### config.mk
export PLATFORM = sky130hd
export DESIGN_NAME = rtd_piecewise_linearizer_top
export DESIGN_NICKNAME = d
export VERILOG_FILES = /design/src/rtdpl_pkg.sv /design/src/rtd_piecewise_linearizer_top.sv /design/src/rtdpl_bp_mem.sv /design/src/rtdpl_divider.sv
export SDC_FILE = /design/constraint.sdc
export NUM_CORES = 2
export LEC_CHECK = 0
export BUFFER_PORTS_ARGS = -buffer_cell sky130_fd_sc_hd__buf_2
export CORE_MARGIN = 2
export CORE_UTILIZATION = 50
export DETAILED_ROUTE_END_ITERATION = 6
export PLACE_DENSITY = 0.65
export SYNTH_ARGS = -nofsm -noshare
export SYNTH_HDL_FRONTEND = slang
export SYNTH_HIERARCHICAL = 1
export SYNTH_SLANG_ARGS = --single-unit
### constraint.sdc
create_clock -name clk -period 7.95 [get_ports clk]
set_input_delay 1.59 -clock clk [delete_from_list [all_inputs] [get_ports clk]]
set_output_delay 1.59 -clock clk [all_outputs]
set_load 0.05 [all_outputs]
### src/rtdpl_pkg.sv
// ----------------------------------------------------------------------------
// rtdpl_pkg
// Shared constants, item types and tables for the RTD piecewise linearizer.
// ----------------------------------------------------------------------------
`default_nettype none

package rtdpl_pkg;

  localparam int CHANNELS    = 4;
  localparam int POINTS      = 7;
  localparam int SAMPLE_BITS = 12;

  localparam int TEMP_BITS = 9;
  // temperature table plus offset, in tenths, fits in 12 bits (max 3215)
  localparam int TOFS_BITS = 12;
  localparam int PT_W      = $clog2(POINTS);
  localparam int DEPTH     = CHANNELS * POINTS;
  localparam int ADDR_W    = $clog2(DEPTH);
  localparam int PROD_W    = SAMPLE_BITS + TOFS_BITS;
  localparam int NUM_W     = PROD_W + 1;
  localparam int DEN_W     = SAMPLE_BITS + 4;

  localparam logic REQ_CONVERT = 1'b0;
  localparam logic REQ_WRITE   = 1'b1;

  typedef struct packed {
    logic                   req_type;
    logic [1:0]             channel;
    logic [2:0]             point_index;
    logic [SAMPLE_BITS-1:0] value;
  } in_item_t;

  typedef struct packed {
    logic [TEMP_BITS-1:0] temperature;
    logic                 out_of_range;
  } out_item_t;

  typedef struct packed {
    logic                   en;
    logic [ADDR_W-1:0]      addr;
    logic [SAMPLE_BITS-1:0] data;
  } mem_wr_t;

  typedef struct packed {
    logic [ADDR_W-1:0] addr;
    logic [PT_W-1:0]   pt;
  } mem_rd_t;

  typedef struct packed {
    logic             start;
    logic [NUM_W-1:0] num;
    logic [DEN_W-1:0] den;
  } div_req_t;

  typedef struct packed {
    logic                 done;
    logic [TEMP_BITS-1:0] quot;
  } div_rsp_t;

  // calibration codes after reset; points past the seventh repeat it
  function automatic logic [SAMPLE_BITS-1:0] base_code(input logic [PT_W-1:0] pt);
    logic [11:0] c;
    case (int'(pt))
      0:       c = 12'd287;
      1:       c = 12'd942;
      2:       c = 12'd1582;
      3:       c = 12'd2137;
      4:       c = 12'd2619;
      5:       c = 12'd3057;
      default: c = 12'd3427;
    endcase
    return SAMPLE_BITS'(c);
  endfunction

  // breakpoint temperature in tenths plus 550
  function automatic logic [TOFS_BITS-1:0] temp_ofs(input int unsigned i);
    logic [TOFS_BITS-1:0] t;
    case (i)
      0:       t = 12'd93;
      1:       t = 12'd550;
      2:       t = 12'd1066;
      3:       t = 12'd1586;
      4:       t = 12'd2121;
      5:       t = 12'd2665;
      default: t = 12'd3215;
    endcase
    return t;
  endfunction

  // temp_ofs / 10, for degenerate segments
  function automatic logic [TEMP_BITS-1:0] temp_floor(input int unsigned i);
    logic [TEMP_BITS-1:0] t;
    case (i)
      0:       t = 9'd9;
      1:       t = 9'd55;
      2:       t = 9'd106;
      3:       t = 9'd158;
      4:       t = 9'd212;
      5:       t = 9'd266;
      default: t = 9'd321;
    endcase
    return t;
  endfunction

  function automatic logic [ADDR_W-1:0] bp_addr(input logic [1:0] ch,
                                                input logic [PT_W-1:0] pt);
    return ADDR_W'(32'(ch) * POINTS + 32'(pt));
  endfunction

endpackage

`default_nettype wire

### src/rtd_piecewise_linearizer_top.sv
// ----------------------------------------------------------------------------
// rtd_piecewise_linearizer_top
// RTD sample to degrees-plus-55 by linear interpolation between per-channel
// breakpoints; also takes breakpoint write items.
// ----------------------------------------------------------------------------
//  channel  ports                      handshake
//  input    start, busy, in_item       taken when start && !busy
//  result   out_valid, out_item        one-cycle strobe, no back-pressure
//
//  Write item: busy stays low, no result.
//  Conversion: breakpoints are read one per cycle from the breakpoint memory,
//  then two multiplies and a 9-step serial divide give the result strobe.
//  Out of range or on a flat segment, the strobe follows the scan with no
//  multiply or divide. busy is high until the strobe.
//  Reset: synchronous; the store reads as the factory calibration at once.
// ----------------------------------------------------------------------------
`default_nettype none

module rtd_piecewise_linearizer_top (
  input  logic                 clk,
  input  logic                 rst_n,
  input  logic                 start,
  output logic                 busy,
  input  rtdpl_pkg::in_item_t  in_item,
  output logic                 out_valid,
  output rtdpl_pkg::out_item_t out_item
);
  import rtdpl_pkg::*;

  typedef enum logic [2:0] {
    ST_IDLE,
    ST_SCAN,
    ST_CALC,
    ST_MUL1,
    ST_MUL2,
    ST_DIVGO,
    ST_DIV
  } state_t;

  state_t                 state_r;
  logic                   out_valid_r;
  out_item_t              out_item_r;

  logic [1:0]             ch_r;
  logic [SAMPLE_BITS-1:0] s_r;
  logic                   bad_ch_r;
  logic [PT_W-1:0]        pt_r;
  logic                   found_r;
  logic [PT_W-1:0]        seg_r;
  logic [SAMPLE_BITS-1:0] prev_r, a0_r, alast_r, lo_a_r, hi_a_r;
  logic [TOFS_BITS-1:0]   lo_r, hi_r;
  logic [SAMPLE_BITS-1:0] off_r, dmo_r;
  logic [DEN_W-1:0]       den_r;
  logic [PROD_W-1:0]      p1_r, p2_r;

  mem_wr_t                wr;
  mem_rd_t                rd;
  logic [SAMPLE_BITS-1:0] rd_data;
  div_req_t               dreq;
  div_rsp_t               drsp;

  logic                   accept, conv_acc, ch_ok;
  logic [PT_W-1:0]        next_pt;
  logic                   last_pt, hit_seg;
  logic                   oor;
  logic [SAMPLE_BITS-1:0] d, off;

  assign accept   = start && !busy;
  assign ch_ok    = 32'(in_item.channel) < CHANNELS;
  assign conv_acc = accept && (in_item.req_type == REQ_CONVERT);

  // a write lands at its accept edge; the next item reads no earlier than
  // the following edge, so no forwarding is needed
  assign wr.en   = accept && (in_item.req_type == REQ_WRITE) && ch_ok &&
                   (32'(in_item.point_index) < POINTS);
  assign wr.addr = bp_addr(in_item.channel, PT_W'(in_item.point_index));
  assign wr.data = in_item.value;

  assign last_pt = (pt_r == PT_W'(POINTS - 1));
  assign next_pt = last_pt ? pt_r : pt_r + 1'b1;

  always_comb begin
    if (state_r == ST_SCAN) begin
      rd.addr = bp_addr(ch_r, next_pt);
      rd.pt   = next_pt;
    end else begin
      rd.addr = bp_addr(in_item.channel, '0);
      rd.pt   = '0;
    end
  end

  rtdpl_bp_mem u_mem (
    .clk     (clk),
    .rst_n   (rst_n),
    .wr      (wr),
    .rd      (rd),
    .rd_data (rd_data)
  );

  // rd_data holds point pt_r, prev_r point pt_r-1
  assign hit_seg = (pt_r != '0) && !found_r && (s_r >= prev_r) && (s_r < rd_data);

  assign oor = bad_ch_r || (s_r < a0_r) || (s_r > alast_r);
  assign d   = hi_a_r - lo_a_r;
  always_comb begin
    if (s_r <= lo_a_r) begin
      off = '0;
    end else if (s_r >= hi_a_r) begin
      off = d;
    end else begin
      off = s_r - lo_a_r;
    end
  end

  assign dreq.start = (state_r == ST_DIVGO);
  assign dreq.num   = NUM_W'(p1_r) + NUM_W'(p2_r);
  assign dreq.den   = den_r;

  rtdpl_divider u_div (
    .clk   (clk),
    .rst_n (rst_n),
    .req   (dreq),
    .rsp   (drsp)
  );

  always_ff @(posedge clk) begin
    if (!rst_n) begin
      state_r     <= ST_IDLE;
      out_valid_r <= 1'b0;
      found_r     <= 1'b0;
    end else begin
      out_valid_r <= 1'b0;
      case (state_r)
        ST_IDLE: begin
          if (conv_acc) begin
            ch_r     <= in_item.channel;
            s_r      <= in_item.value;
            bad_ch_r <= !ch_ok;
            pt_r     <= '0;
            found_r  <= 1'b0;
            state_r  <= ch_ok ? ST_SCAN : ST_CALC;
          end
        end
        ST_SCAN: begin
          prev_r <= rd_data;
          pt_r   <= next_pt;
          if (pt_r == '0) begin
            a0_r <= rd_data;
          end
          if (hit_seg) begin
            found_r <= 1'b1;
            seg_r   <= pt_r - 1'b1;
            lo_a_r  <= prev_r;
            hi_a_r  <= rd_data;
          end
          if (last_pt) begin
            alast_r <= rd_data;
            // no segment matched: fall back to the last one
            if (!found_r && !hit_seg) begin
              seg_r  <= pt_r - 1'b1;
              lo_a_r <= prev_r;
              hi_a_r <= rd_data;
            end
            state_r <= ST_CALC;
          end
        end
        ST_CALC: begin
          lo_r  <= temp_ofs(32'(seg_r));
          hi_r  <= temp_ofs(32'(seg_r) + 1);
          off_r <= off;
          dmo_r <= d - off;
          den_r <= (DEN_W'(d) << 3) + (DEN_W'(d) << 1);
          if (oor) begin
            out_item_r.temperature  <= '0;
            out_item_r.out_of_range <= 1'b1;
            out_valid_r             <= 1'b1;
            state_r                 <= ST_IDLE;
          end else if (hi_a_r <= lo_a_r) begin
            out_item_r.temperature  <= temp_floor(32'(seg_r));
            out_item_r.out_of_range <= 1'b0;
            out_valid_r             <= 1'b1;
            state_r                 <= ST_IDLE;
          end else begin
            state_r <= ST_MUL1;
          end
        end
        ST_MUL1: begin
          p1_r    <= PROD_W'(lo_r) * PROD_W'(dmo_r);
          state_r <= ST_MUL2;
        end
        ST_MUL2: begin
          p2_r    <= PROD_W'(hi_r) * PROD_W'(off_r);
          state_r <= ST_DIVGO;
        end
        ST_DIVGO: begin
          state_r <= ST_DIV;
        end
        ST_DIV: begin
          if (drsp.done) begin
            out_item_r.temperature  <= drsp.quot;
            out_item_r.out_of_range <= 1'b0;
            out_valid_r             <= 1'b1;
            state_r                 <= ST_IDLE;
          end
        end
        default: begin
          state_r <= ST_IDLE;
        end
      endcase
    end
  end

  assign busy      = (state_r != ST_IDLE);
  assign out_valid = out_valid_r;
  assign out_item  = out_item_r;

endmodule

`default_nettype wire

### src/rtdpl_bp_mem.sv
// ----------------------------------------------------------------------------
// rtdpl_bp_mem
// Breakpoint store: one write and one registered read per cycle. Entries not
// yet written read as the reset calibration code of their point.
// ----------------------------------------------------------------------------
`default_nettype none

module rtdpl_bp_mem (
  input  logic                                 clk,
  input  logic                                 rst_n,
  input  rtdpl_pkg::mem_wr_t                   wr,
  input  rtdpl_pkg::mem_rd_t                   rd,
  output logic [rtdpl_pkg::SAMPLE_BITS-1:0]    rd_data
);
  import rtdpl_pkg::*;

  logic [SAMPLE_BITS-1:0] mem_r [DEPTH];
  logic [DEPTH-1:0]       vld_r;
  logic [SAMPLE_BITS-1:0] data_r;
  logic [SAMPLE_BITS-1:0] base_r;
  logic                   hit_r;

  always_ff @(posedge clk) begin
    if (wr.en) begin
      mem_r[wr.addr] <= wr.data;
    end
    data_r <= mem_r[rd.addr];
    base_r <= base_code(rd.pt);
  end

  always_ff @(posedge clk) begin
    if (!rst_n) begin
      vld_r <= '0;
      hit_r <= 1'b0;
    end else begin
      if (wr.en) begin
        vld_r[wr.addr] <= 1'b1;
      end
      hit_r <= vld_r[rd.addr];
    end
  end

  assign rd_data = hit_r ? data_r : base_r;

endmodule

`default_nettype wire

### src/rtdpl_divider.sv
// ----------------------------------------------------------------------------
// rtdpl_divider
// Restoring divider, one quotient bit per cycle. The quotient is known to
// stay below 2**TEMP_BITS, so only that many steps are run.
// ----------------------------------------------------------------------------
`default_nettype none

module rtdpl_divider (
  input  logic                clk,
  input  logic                rst_n,
  input  rtdpl_pkg::div_req_t req,
  output rtdpl_pkg::div_rsp_t rsp
);
  import rtdpl_pkg::*;

  localparam int CNT_W = $clog2(TEMP_BITS + 1);

  logic [NUM_W-1:0]     rem_r;
  logic [NUM_W-1:0]     dsh_r;
  logic [TEMP_BITS-1:0] q_r;
  logic [CNT_W-1:0]     cnt_r;
  logic                 done_r;
  logic                 ge;

  assign ge = (rem_r >= dsh_r);

  always_ff @(posedge clk) begin
    if (!rst_n) begin
      cnt_r  <= '0;
      done_r <= 1'b0;
    end else begin
      done_r <= 1'b0;
      if (req.start) begin
        rem_r <= req.num;
        dsh_r <= NUM_W'(req.den) << (TEMP_BITS - 1);
        cnt_r <= CNT_W'(TEMP_BITS);
      end else if (cnt_r != '0) begin
        if (ge) begin
          rem_r <= rem_r - dsh_r;
        end
        q_r   <= {q_r[TEMP_BITS-2:0], ge};
        dsh_r <= dsh_r >> 1;
        cnt_r <= cnt_r - 1'b1;
        if (cnt_r == CNT_W'(1)) begin
          done_r <= 1'b1;
        end
      end
    end
  end

  assign rsp.done = done_r;
  assign rsp.quot = q_r;

endmodule

`default_nettype wire

==> results by group <==
Outcome
  • Outcome: completed

Synthesis
  • Post-synth top cells: edfxtp_1 (593), inv_1 (434), ha_1 (320)
  • Syn avg cell area: 12.2 µm²
  • Largest family of logic cells by synthesized area: adder cells
  • Post-synthesis xor/xnor area fraction: 0.0249
  • Synthesized cell area: 40400 µm²
  • Number of enable flip-flop cells after synthesis: 593
  • Synth Area in Adders: 0.191
  • Post-Synthesis Net Count: 3829
  • Synth cell types: 91
  • Top cell type's share of synthesized area: 0.441
  • Count leader, synth: edfxtp_1
  • Synth Register Bits: 656
  • Ys async rst share: 0
  • Synth Area in Simple Gates: 0.0943
  • Top FF cell, synth: edfxtp_1
  • Synth Area in Compound Gates: 0.0842
  • Part of the Yosys area used for sequential elements: 0.472
  • Post-Syn Instances: 3302
  • Yosys warns: 6
  • Top cells by area, synth: edfxtp_1 (44%), ha_1 (9.9%), fa_1 (9.2%)
  • Synth area leader: edfxtp_1
  • Mux contribution to synthesized area: 0.0761

Setup path
  • R2R cell count: 19
  • CP max stage delay: 590 ps
  • Worst Path Arrival: 6390 ps
  • Setup CP Type: register to register
  • CP Max Fanout: 12
  • Crit path top cell by count: fa_1
  • Worst reg2reg path endpoint: p2_r[23]
  • Crit start category: register
  • Worst endpoint required time: 8300 ps
  • Endpoint class of the critical path: register
  • Crit-path cells: and2_1, fa_1, inv_1, fa_1, inv_1, fa_1, fa_1, inv_1, fa_1, inv_1, ha_1, a21o_1, a21oi_1, o21bai_1, a21o_1, a221o_2, a221o_1, a21oi_2, xnor2_1
  • R2r startpoint: hi_r[3]
  • Worst reg2reg setup slack: 1910 ps
  • Slowest CP cell: edfxtp_1

Route
  • Routed length per instance: 21.3 µm
  • Initial drt markers: 2102
  • Number of remaining DRC errors: 0
  • Post-DR vias/cell: 5.65
  • Pre-antenna DRT Iters: 5
  • Post-route ant nets: 0
  • Final WL: 94.6 mm
  • Via count: 25100

Hold path
  • Hold wc startpoint: u_div/q_r[6]
  • Worst Hold End: u_div/q_r[7]
  • Hold-critical path depth: 0
  • Hold crit path type: register to register

GRT
  • GR Overflow Total: 0
  • Antenna violations before repair: 9
  • Pin count of the biggest net entering global routing: 82
  • GR Util All Layers: 0.231
  • First-pass GRT wire length: 146 mm
  • Vias in the first global route: 25500

Clock network
  • # hold bufs at CTS: 0
  • CTS Buf Count: 70
  • Post-CTS Setup Inserts: 0
  • CTS-repair resized insts: 0
  • CTS tree: yes
  • Clock sink count: 656
  • Worst-path clk slew: 50 ps
  • Root Buffer: clkbuf_16
  • CTS max path bufs: 3
  • Worst-Skew Late Latency: 630 ps
  • H-tree level count: 3

Floorplan
  • Core area: 80300 µm²
  • Die Area: 83100 µm²
  • Number of I/O pins: 33
  • Die Y: 288 µm
  • Initial core utilization: 0.503
  • Core Rows: 104
  • Die width: 288 µm

STA
  • Fin crit share: 0.760
  • Final setup vio count: 0
  • Worst Tran Pin Value: 1300 ps
  • Fin Clk Skew: 37.2 ps
  • Final count of hold timing violations: 0
  • Max Freq: 166 MHz
  • Final setup margin: 1910 ps
  • Slew margin rel.: 0.130
  • Min Clock Period, post-route: 6040 ps
  • Max-slew violations: 0
  • Final hold slack: 455 ps
  • RSZ-0062 raised after global routing: false
  • Setup TNS: 0 ps

Placed design
  • Setup WS pre-CTS: 1910 ps
  • Area after DPL: 41700 µm²
  • GPL Wtd Cong: 0.867
  • Port-buffer cells: 32
  • Post-DP HPWL: 69.6 mm

Cells and area
  • Area grow syn2layout: 8.81%
  • Layout cell share with drive strength beyond 1: 0.102
  • # nets final: 3849
  • Fillers: 6670
  • Cell area after layout: 44000 µm²

Power
  • Lkg Pwr: 0.0179 µW
  • Power Dens Cells: 364 nW/µm²
  • Worst VDD drop: 0.000540 V
  • Total power: 16000 µW

Run
  • Max Cap Violations: 0
power breakdown:
part | leakage (µW) | switching [µW] | total (µW) | internal, µW
combinational | 0.0109 | 4820 | 8070 | 3240
sequential | 0.00589 | 207 | 4730 | 4520
clock | 0.00110 | 1360 | 3210 | 1840
flip-flops by register name (all words and copies together) (netlist names), 12 cells and up:
signal / flops
u_div/dsh_r: 24
hi_a_r: 12
p2_r: 24
u_mem/vld_r: 28
u_mem/data_r: 12
u_mem/base_r: 12
u_mem/mem_r: 336
s_r: 12
u_div/rem_r: 25
den_r: 15
prev_r: 12
a0_r: 12
dmo_r: 12
alast_r: 12
off_r: 12
p1_r: 24
lo_a_r: 12
final cells by class:
type / instances / area (µm²) / share of cell area
Clock buffer: 101 / 1960 / 0.0446
Sequential cell: 656 / 19100 / 0.434
Inverter: 439 / 1650 / 0.0375
Antenna cell: 2 / 5.00 / 0.000114
Clock inverter: 26 / 307 / 0.00697
Timing Repair Buffer: 76 / 503 / 0.0114
Tap cell: 1060 / 1330 / 0.0302
Multi-Input combinational cell: 2079 / 19100 / 0.435
metal layers:
layer,GRT usage,up-vias,wire length (µm)
li1,-,11700,-
met1,0.350,12600,45000
met2,0.357,641,42800
met3,0.0288,121,4890
met4,0.0534,6,1900
met5,0,-,44
cell families after synthesis:
| logic type | count (synthesis) |
|---|---|
| and+or+nand+nor | 762 |
| DFF | 656 |
| buffers and inverters | 567 |
| AOI/OAI and AO/OA | 513 |
| adders and majority gates | 506 |
| muxes | 182 |
| xor gates and xnor gates | 115 |
| other | 1 |
critical path: cells and delay by family (launching register included):
family | cells | cell delay, ps
adder cells (fa/ha/maj) | 6 | 3040
AO/OA/AOI/OAI | 7 | 1600
flip-flops | 1 | 590
AND/OR/NAND/NOR | 1 | 270
buffers and inverters | 4 | 210
XOR/XNOR | 1 | 70
through the flow:
stage	util	cells
final	0.547	4439
after global routing	0.547	4437
after CTS	0.547	4437
after detailed placement	0.519	4310
after global placement	0.519	4310
after floorplan	-	3302
worst max-delay path by stage:
stage / startpoint / to / depth (start not counted)
6_report: hi_r[3] / p2_r[23] / 19
5_1_grt: hi_r[3] / p2_r[23] / 19
4_1_cts: hi_r[3] / p2_r[23] / 19
3_5_place_dp: hi_r[3] / p2_r[23] / 19
3_3_place_gp: hi_r[3] / p2_r[23] / 19
2_1_floorplan: rst_n / den_r[10] / 2
cell usage in the layout (no fill, tap or decap), types with 32 or more instances in the layout:
| cell type | count |
|---|---|
| ha_1 | 320 |
| mux2_2 | 52 |
| xnor2_1 | 78 |
| dfxtp_1 | 63 |
| edfxtp_1 | 593 |
| o21a_1 | 54 |
| inv_1 | 434 |
| a21oi_1 | 115 |
| mux2i_1 | 37 |
| mux4_2 | 67 |
| buf_2 | 32 |
| o21ai_0 | 86 |
| xor2_1 | 37 |
| a21o_1 | 74 |
| and2_1 | 162 |
| buf_4 | 43 |
| nand2_1 | 234 |
| nor2_1 | 151 |
| fa_1 | 186 |
| clkbuf_16 | 72 |
No activity file was read; power rests on OpenSTA's default activity.
